File: src/hdl/srde_pkg.sv
package srde_pkg;

    localparam int VALUE_BITS = 64;
    localparam int RADIX_W    = 6;
    localparam int CHAR_W     = 7;
    localparam int PROD_W     = VALUE_BITS + RADIX_W;
    localparam int POW_DEPTH  = 41;
    localparam int IDX_W      = 6;
    localparam int UPC_W      = 4;
    localparam int SHIFT_W    = 3;

    localparam logic [RADIX_W-1:0] RADIX_MIN = 6'd3;
    localparam logic [RADIX_W-1:0] RADIX_MAX = 6'd36;
    localparam logic [RADIX_W-1:0] DIGIT_TEN = 6'd10;

    localparam logic [CHAR_W-1:0] ASCII_ZERO  = 7'h30;
    localparam logic [CHAR_W-1:0] ASCII_A     = 7'h41;
    localparam logic [CHAR_W-1:0] ASCII_MINUS = 7'h2D;

    // Datapath operations.
    localparam logic [2:0] OP_NOP   = 3'd0;
    localparam logic [2:0] OP_LOAD  = 3'd1;
    localparam logic [2:0] OP_SIGN  = 3'd2;
    localparam logic [2:0] OP_MUL   = 3'd3;
    localparam logic [2:0] OP_CMP   = 3'd4;
    localparam logic [2:0] OP_DIVB  = 3'd5;
    localparam logic [2:0] OP_EMIT  = 3'd6;
    localparam logic [2:0] OP_LOADP = 3'd7;

    // Sequencing codes.
    localparam logic [2:0] JC_NEXT    = 3'd0;
    localparam logic [2:0] JC_ALWAYS  = 3'd1;
    localparam logic [2:0] JC_IF_LE   = 3'd2;
    localparam logic [2:0] JC_IF_KZ   = 3'd3;
    localparam logic [2:0] JC_WAIT_IN = 3'd4;

    typedef struct packed {
        logic [2:0]         op;
        logic [2:0]         jc;
        logic [UPC_W-1:0]   tgt;
        logic [SHIFT_W-1:0] shift;
    } uword_t;

    typedef struct packed {
        logic               go;
        logic [2:0]         op;
        logic [SHIFT_W-1:0] shift;
    } ctl_t;

    typedef struct packed {
        logic le;
        logic k_zero;
        logic out_busy;
    } stat_t;

    // Microprogram. Steps 4 to 9 form a restoring division with a six-bit
    // quotient, one quotient bit per step.
    function automatic uword_t ucode(input logic [UPC_W-1:0] addr);
        uword_t w;
        unique case (addr)
            4'd0:    w = '{OP_LOAD,  JC_WAIT_IN, 4'd0, 3'd0};
            4'd1:    w = '{OP_SIGN,  JC_NEXT,    4'd0, 3'd0};
            4'd2:    w = '{OP_MUL,   JC_NEXT,    4'd0, 3'd0};
            4'd3:    w = '{OP_CMP,   JC_IF_LE,   4'd2, 3'd0};
            4'd4:    w = '{OP_DIVB,  JC_NEXT,    4'd0, 3'd5};
            4'd5:    w = '{OP_DIVB,  JC_NEXT,    4'd0, 3'd4};
            4'd6:    w = '{OP_DIVB,  JC_NEXT,    4'd0, 3'd3};
            4'd7:    w = '{OP_DIVB,  JC_NEXT,    4'd0, 3'd2};
            4'd8:    w = '{OP_DIVB,  JC_NEXT,    4'd0, 3'd1};
            4'd9:    w = '{OP_DIVB,  JC_NEXT,    4'd0, 3'd0};
            4'd10:   w = '{OP_EMIT,  JC_IF_KZ,   4'd0, 3'd0};
            4'd11:   w = '{OP_LOADP, JC_ALWAYS,  4'd4, 3'd0};
            default: w = '{OP_NOP,   JC_ALWAYS,  4'd0, 3'd0};
        endcase
        return w;
    endfunction

    function automatic logic [CHAR_W-1:0] digit_ascii(input logic [RADIX_W-1:0] d);
        logic [CHAR_W-1:0] c;
        if (d < DIGIT_TEN) begin
            c = ASCII_ZERO + CHAR_W'(d);
        end else begin
            c = ASCII_A + CHAR_W'(d - DIGIT_TEN);
        end
        return c;
    endfunction

endpackage

File: src/hdl/srde_seq.sv
module srde_seq (
    input  logic           aclk,
    input  logic           aresetn,
    input  logic           s_tvalid,
    output logic           s_tready,
    input  srde_pkg::stat_t stat,
    output srde_pkg::ctl_t  ctl
);

    logic [srde_pkg::UPC_W-1:0] upc_reg;
    logic [srde_pkg::UPC_W-1:0] upc_next;
    logic [srde_pkg::UPC_W-1:0] upc_inc;
    srde_pkg::uword_t           uw;
    logic                       stall;

    assign uw      = srde_pkg::ucode(upc_reg);
    assign upc_inc = upc_reg + 1'b1;

    // A step holds while it waits for a request or for room in the output register.
    assign stall = ((uw.jc == srde_pkg::JC_WAIT_IN) && !s_tvalid) ||
                   (((uw.op == srde_pkg::OP_SIGN) || (uw.op == srde_pkg::OP_EMIT)) &&
                    stat.out_busy);

    assign s_tready  = (uw.op == srde_pkg::OP_LOAD);
    assign ctl.go    = !stall;
    assign ctl.op    = uw.op;
    assign ctl.shift = uw.shift;

    always_comb begin
        upc_next = upc_reg;
        if (!stall) begin
            unique case (uw.jc)
                srde_pkg::JC_NEXT:    upc_next = upc_inc;
                srde_pkg::JC_ALWAYS:  upc_next = uw.tgt;
                srde_pkg::JC_IF_LE:   upc_next = stat.le ? uw.tgt : upc_inc;
                srde_pkg::JC_IF_KZ:   upc_next = stat.k_zero ? uw.tgt : upc_inc;
                srde_pkg::JC_WAIT_IN: upc_next = upc_inc;
                default:              upc_next = '0;
            endcase
        end
    end

    always_ff @(posedge aclk) begin
        if (!aresetn) begin
            upc_reg <= '0;
        end else begin
            upc_reg <= upc_next;
        end
    end

endmodule

File: src/hdl/srde_dpath.sv
module srde_dpath (
    input  logic                              aclk,
    input  logic                              aresetn,
    input  logic [srde_pkg::VALUE_BITS-1:0]   in_value,
    input  logic [srde_pkg::RADIX_W-1:0]      in_radix,
    input  srde_pkg::ctl_t                    ctl,
    output srde_pkg::stat_t                   stat,
    output logic                              out_valid,
    input  logic                              out_ready,
    output logic [srde_pkg::CHAR_W-1:0]       out_char,
    output logic                              out_last
);

    logic [srde_pkg::VALUE_BITS-1:0] mag_reg;
    logic [srde_pkg::VALUE_BITS-1:0] pow_reg;
    logic [srde_pkg::PROD_W-1:0]     prod_reg;
    logic [srde_pkg::RADIX_W-1:0]    radix_reg;
    logic [srde_pkg::RADIX_W-1:0]    dig_reg;
    logic [srde_pkg::IDX_W-1:0]      k_reg;
    logic                            neg_reg;
    logic [srde_pkg::VALUE_BITS-1:0] rd_reg;
    logic [srde_pkg::CHAR_W-1:0]     char_reg;
    logic                            last_reg;
    logic                            valid_reg;

    logic [srde_pkg::VALUE_BITS-1:0] pow_mem [srde_pkg::POW_DEPTH];

    logic [srde_pkg::PROD_W-1:0]     mag_ext;
    logic [srde_pkg::PROD_W-1:0]     trial;
    logic                            trial_fits;
    logic [srde_pkg::RADIX_W-1:0]    radix_clamped;
    logic                            in_neg;
    logic                            mem_we;
    logic [srde_pkg::IDX_W-1:0]      mem_wa;
    logic [srde_pkg::VALUE_BITS-1:0] mem_wd;
    logic                            do_emit;

    assign mag_ext    = srde_pkg::PROD_W'(mag_reg);
    assign trial      = srde_pkg::PROD_W'(pow_reg) << ctl.shift;
    assign trial_fits = (trial <= mag_ext);
    assign in_neg     = in_value[srde_pkg::VALUE_BITS-1];

    always_comb begin
        radix_clamped = in_radix;
        if (in_radix < srde_pkg::RADIX_MIN) begin
            radix_clamped = srde_pkg::RADIX_MIN;
        end else if (in_radix > srde_pkg::RADIX_MAX) begin
            radix_clamped = srde_pkg::RADIX_MAX;
        end
    end

    assign stat.le       = (prod_reg <= mag_ext);
    assign stat.k_zero   = (k_reg == '0);
    assign stat.out_busy = valid_reg && !out_ready;

    // Power table: entry k holds radix**k, written while scanning upward.
    always_comb begin
        mem_we = 1'b0;
        mem_wa = '0;
        mem_wd = srde_pkg::VALUE_BITS'(1);
        if (ctl.go && (ctl.op == srde_pkg::OP_LOAD)) begin
            mem_we = 1'b1;
        end else if (ctl.go && (ctl.op == srde_pkg::OP_CMP) && stat.le) begin
            mem_we = 1'b1;
            mem_wa = k_reg + 1'b1;
            mem_wd = prod_reg[srde_pkg::VALUE_BITS-1:0];
        end
    end

    always_ff @(posedge aclk) begin
        if (mem_we) begin
            pow_mem[mem_wa] <= mem_wd;
        end
        if (ctl.go && (ctl.op == srde_pkg::OP_EMIT) && !stat.k_zero) begin
            rd_reg <= pow_mem[k_reg - 1'b1];
        end
    end

    always_ff @(posedge aclk) begin
        if (ctl.go) begin
            case (ctl.op)
                srde_pkg::OP_LOAD: begin
                    mag_reg   <= in_neg ? (~in_value + 1'b1) : in_value;
                    neg_reg   <= in_neg;
                    radix_reg <= radix_clamped;
                    pow_reg   <= srde_pkg::VALUE_BITS'(1);
                    k_reg     <= '0;
                    dig_reg   <= '0;
                end
                srde_pkg::OP_MUL: begin
                    prod_reg <= srde_pkg::PROD_W'(pow_reg) * srde_pkg::PROD_W'(radix_reg);
                end
                srde_pkg::OP_CMP: begin
                    if (stat.le) begin
                        pow_reg <= prod_reg[srde_pkg::VALUE_BITS-1:0];
                        k_reg   <= k_reg + 1'b1;
                    end
                    dig_reg <= '0;
                end
                srde_pkg::OP_DIVB: begin
                    if (trial_fits) begin
                        mag_reg            <= mag_reg - trial[srde_pkg::VALUE_BITS-1:0];
                        dig_reg[ctl.shift] <= 1'b1;
                    end
                end
                srde_pkg::OP_EMIT: begin
                    if (!stat.k_zero) begin
                        k_reg <= k_reg - 1'b1;
                    end
                end
                srde_pkg::OP_LOADP: begin
                    pow_reg <= rd_reg;
                    dig_reg <= '0;
                end
                default: begin
                end
            endcase
        end
    end

    assign do_emit = ctl.go && (((ctl.op == srde_pkg::OP_SIGN) && neg_reg) ||
                                (ctl.op == srde_pkg::OP_EMIT));

    always_ff @(posedge aclk) begin
        if (do_emit) begin
            if (ctl.op == srde_pkg::OP_SIGN) begin
                char_reg <= srde_pkg::ASCII_MINUS;
                last_reg <= 1'b0;
            end else begin
                char_reg <= srde_pkg::digit_ascii(dig_reg);
                last_reg <= stat.k_zero;
            end
        end
    end

    always_ff @(posedge aclk) begin
        if (!aresetn) begin
            valid_reg <= 1'b0;
        end else if (do_emit) begin
            valid_reg <= 1'b1;
        end else if (out_ready) begin
            valid_reg <= 1'b0;
        end
    end

    assign out_valid = valid_reg;
    assign out_char  = char_reg;
    assign out_last  = last_reg;

endmodule

File: src/hdl/signed_radix_digit_emitter_top.sv
// Output order: the sign, when there is one, comes from the sign step that follows the
// taken request and waits in the output register; each digit comes from an emit step
// after its six division steps. A held output register stalls those steps.
// A new request is taken only after the last digit of the number before it is emitted.
// A number has 40 digits at most; the microprogram spends two steps per power in the scan.
// Reset: aresetn is synchronous and active low; it returns the sequencer to its
// idle step and empties the output register. The power table needs no clearing.
module signed_radix_digit_emitter_top (
    input  logic        aclk,
    input  logic        aresetn,
    // Input request. s_tdata fields from bit 0 up: value[63:0], radix[69:64], zero pad.
    input  logic        s_tvalid,
    output logic        s_tready,
    input  logic [71:0] s_tdata,
    // Result requests, one character each. m_tdata fields from bit 0 up:
    // digit_char[6:0], zero pad.
    output logic        m_tvalid,
    input  logic        m_tready,
    output logic [7:0]  m_tdata,
    output logic        m_tlast
);

    // Control from the sequencer to the datapath, and status flags back.
    srde_pkg::ctl_t                ctl;
    srde_pkg::stat_t               stat;
    logic [srde_pkg::CHAR_W-1:0]   out_char;

    // The sequencer steps through a twelve-word microprogram: take a request, emit the
    // sign, scan the powers of the radix upward, then peel off one digit per pass of
    // a six-step restoring division, walking back down the stored powers.
    srde_seq u_seq (
        .aclk     (aclk),
        .aresetn  (aresetn),
        .s_tvalid (s_tvalid),
        .s_tready (s_tready),
        .stat     (stat),
        .ctl      (ctl)
    );

    // The datapath holds the magnitude, the current power, the power table and the
    // output register, so a finished character waits there while work goes on.
    // The radix always sits at bits 69:64, whatever part of the value field is used.
    srde_dpath u_dpath (
        .aclk      (aclk),
        .aresetn   (aresetn),
        .in_value  (s_tdata[srde_pkg::VALUE_BITS-1:0]),
        .in_radix  (s_tdata[69:64]),
        .ctl       (ctl),
        .stat      (stat),
        .out_valid (m_tvalid),
        .out_ready (m_tready),
        .out_char  (out_char),
        .out_last  (m_tlast)
    );

    // The character sits in the low seven bits; the top bit of the byte is padding.
    assign m_tdata = {1'b0, out_char};

endmodule

File: config.mk
export PLATFORM = sky130hd
export DESIGN_NAME = signed_radix_digit_emitter_top
export DESIGN_NICKNAME = d
export VERILOG_FILES = /design/src/hdl/srde_pkg.sv /design/src/hdl/srde_seq.sv /design/src/hdl/srde_dpath.sv /design/src/hdl/signed_radix_digit_emitter_top.sv
export SDC_FILE = /design/constraint.sdc
export NUM_CORES = 2
export LEC_CHECK = 0
export ABC_AREA = 1
export BUFFER_PORTS_ARGS = -buffer_cell sky130_fd_sc_hd__buf_4
export CELL_PAD_IN_SITES_DETAIL_PLACEMENT = 1
export CELL_PAD_IN_SITES_GLOBAL_PLACEMENT = 1
export CORE_MARGIN = 5
export CORE_UTILIZATION = 40
export DETAILED_ROUTE_END_ITERATION = 10
export MAX_ROUTING_LAYER = met4
export PLACE_DENSITY_LB_ADDON = 0.1
export REMOVE_ABC_BUFFERS = 1
export SLEW_MARGIN = 10
export SYNTH_ARGS = -nofsm -noshare
export SYNTH_HDL_FRONTEND = slang
export SYNTH_SLANG_ARGS = --single-unit
export TNS_END_PERCENT = 1
File: constraint.sdc
create_clock -name aclk -period 13.7 [get_ports aclk]
set_input_delay 2.055 -clock aclk [delete_from_list [all_inputs] [get_ports aclk]]
set_output_delay 2.055 -clock aclk [all_outputs]
set_load 0.03 [all_outputs]
==> impl_metrics.yaml <==
run_status:
  status: "finished, final reports clean"
synth:
  ys_ff_latch: 2929
  seq_area_frac_synth_pct: 63.38
  async_flop_share_pct: 0
  yosysWarningCount: 0
  synth-main-ff-cell: "edfxtp_1"
  synth_top_area_share_pct: 63.15
  post_synth_num_cell_types: 67
  netlist_area_um2: 138500
  synth.area.top_cells: "edfxtp_1 63%, o21ai_0 6.9%, nor2_1 5.5%, nand2_1 3.7%, fa_1 3.6%"
  synthCells: 12688
  synth_edf_count: 2913
  avgSynthCellArea_um2: 10.92
  synth.largest_area_cell: "edfxtp_1"
final_layout:
  areaGrowthSynthToFinish_pct: 11.85
  design_area_um2: 154900
  nNetsFinal: 13204
  fill_cells: 36777
  largest_register_ffs: 2624
  drive_gt1_share_pct: 7.629
sta:
  worst_slack_ns: 7.005
  holdWs_ns: 0.5123
  finalCriticalPeriod_ns: 6.695
  fmax_mhz: 149.4
  hold_violations: 0
  setup_viol: 0
  maxSlewHeadroom_pct: 16.57
  max_slew.worst_pin.slew_ns: 1.251
  drv_slew: 0
  setup_tns_ns: 0
  fin_skew_ns: 0.07982
  finalCritPeriodShare_pct: 48.87
  rsz0062_at_grt: "false"
clock_tree:
  cts_resized: 0
  cts_setup_buffers: 0
  clk_latency_ns: 0.94
  numCtsBuffers: 331
  htree_levels: 5
  holdBufCountCts: 0
  cts_tree: "yes"
  clk_pin_slew_ns: 0.06
  clock-sinks: 2929
  root_buffer: "clkbuf_16"
  clockBufferDepth: 4
placed_design:
  dpl-instance-area_um2: 144600
  place_ws_ns: 6.388
  dp_hpwl_um: 293800
  place_congestion: 0.9166
  io_buffers: 83
global_route:
  antenna_found_initial: 16
  overflow: 0
  grt_pass1_vias: 104249
  grt_pass1_wl_um: 708200
  grt_usage_pct: 27.37
  grt_max_degree: 184
floorplanning:
  die_area_um2: 358200
  die_width_um: 598.5
  die_h_um: 598.5
  ios: 87
  coreArea_um2: 345700
  initial_core_util_pct: 40.08
  fp-row-count: 216
worst_setup_path:
  slowest_delay_ns: 0.86
  worstPathMaxFanout: 62
  cp-end-kind: "register"
  worstPathRequired_ns: 14.21
  critical-path-slowest-cell: "nor4_1"
  arrival_ns: 7.20
  cp_top_family: "simple AND/OR/NAND/NOR gates"
  critical_path_buf_inv_count: 7
  critPathKind: "register to register"
  crit_chain: "buf_4 -> inv_2 -> buf_4 -> nand2_1 -> nand2_1 -> o21ai_0 -> inv_1 -> o21ai_0 -> inv_1 -> ha_1 -> nand2_1 -> nor4_1 -> nand3_1 -> nor4_2 -> nand3_1 -> nand3_1 -> nand2_1 -> inv_2 -> buf_4"
  critPathLaunchType: "register"
  cp_common_cell: "nand2_1"
route:
  viasPerCell: 5.774
  first_iter_violations: 8928
  drt_first_pass_iters: 6
  wl_um: 488100
  vias: 100710
  ant_nets: 0
  drt-wirelength-per-cell_um: 27.98
  drc_errors: 0
run:
  maxCapViolCount: 0
min_path:
  hp-class: "register to register"
## per-stage QoR
| stage | cells | util [%] |
|---|---|---|
| 6_report | 17442 | 44.82 |
| 4_1_cts | 17436 | 44.82 |
| 2_1_floorplan | 11926 | - |
| 5_1_grt | 17439 | 44.82 |
| 3_3_place_gp | 16842 | 41.83 |
| 3_5_place_dp | 16842 | 41.83 |
## worst reg2reg max path: stages (launching register included)
cell and delay [ns]:
dfxtp_2 0.53, buf_4 0.37, inv_2 0.12, buf_4 0.31, nand2_1 0.25, nand2_1 0.08
o21ai_0 0.26, inv_1 0.08, o21ai_0 0.26, inv_1 0.08, ha_1 0.39, nand2_1 0.15
nor4_1 0.86, nand3_1 0.41, nor4_2 0.80, nand3_1 0.15, nand3_1 0.17, nand2_1 0.08
inv_2 0.16, buf_4 0.66
## final timing paths
check                                       start                  end  slack, ns  cells past startpoint
worst min-delay path            u_dpath.out_valid    u_dpath.out_valid       0.51                      2
worst min register to register  u_dpath.out_valid    u_dpath.out_valid       0.51                      2
worst max register to register        u_seq.uw[0]  u_dpath.mag_reg[20]       7.01                     19
worst max-delay path                  u_seq.uw[0]  u_dpath.mag_reg[20]       7.01                     19
## placed cells by master (no fill, tap or decap), types with 21 or more instances in the layout
master	n
edfxtp_1	2913
nor2_1	1922
o21ai_0	1911
nand2_1	1374
inv_1	1180
o22ai_1	726
a21oi_1	370
clkbuf_16	333
buf_4	322
ha_1	279
fa_1	250
nand3_1	211
clkbuf_1	80
o21ai_1	73
o221ai_1	70
clkinv_1	66
xor2_1	63
nor2_2	61
nor2_4	59
o211ai_1	54
clkinv_2	52
a32oi_1	48
nor3_1	45
xnor2_1	34
a31oi_1	28
nor4_1	26
nand4_1	25
o21bai_1	21
## logic make-up (layout without fill, tap and decap cells)
logic type | after synthesis | after routing | share of synthesized area [%]
buffers and inverters | 1961 | 2132 | 5.463
adder cells (fa/ha/maj) | 530 | 530 | 6.142
other | 1 | 6 | 0.002707
AND/OR/NAND/NOR | 3778 | 3778 | 10.79
flip-flops | 2929 | 2929 | 63.38
XOR/XNOR | 101 | 101 | 0.6494
AO/OA/AOI/OAI | 3388 | 3388 | 13.57
## routing by layer
metal / global-route usage, % / up-vias / routed length [um]
li1: - / 44424 / -
met1: 36.55 / 52555 / 212100
met2: 44.89 / 3019 / 234400
met3: 2.891 / 712 / 27590
met4: 7.231 / 0 / 13930
met5: - / - / 0
## area by class of cell
class,instances,area (um^2),share of cell area (%)
clock inverters,181,1695,1.094
flip-flops and latches,2929,87800,56.67
multi-input cells,7798,43790,28.26
repair buffers,339,2751,1.776
well taps,4578,5728,3.697
inverters,1199,4534,2.927
clock buffers,413,8633,5.572
diodes,5,12.51,0.008076
## synthesized netlist by cell type (all sizes together), types with 48 or more instances
| master | number |
|---|---|
| clkbuf | 628 |
| nand2 | 1385 |
| nor2 | 2043 |
| a21oi | 372 |
| edfxtp | 2913 |
| xor2 | 66 |
| o211ai | 54 |
| o22ai | 726 |
| nor3 | 51 |
| inv | 1198 |
| ha | 280 |
| nand3 | 220 |
| o21ai | 1988 |
| fa | 250 |
| buf | 134 |
| a32oi | 48 |
| o221ai | 70 |
Power is left out: the tool's default activity adds up to more than one toggle a clock period on the data nets, which glitch-free logic cannot reach.
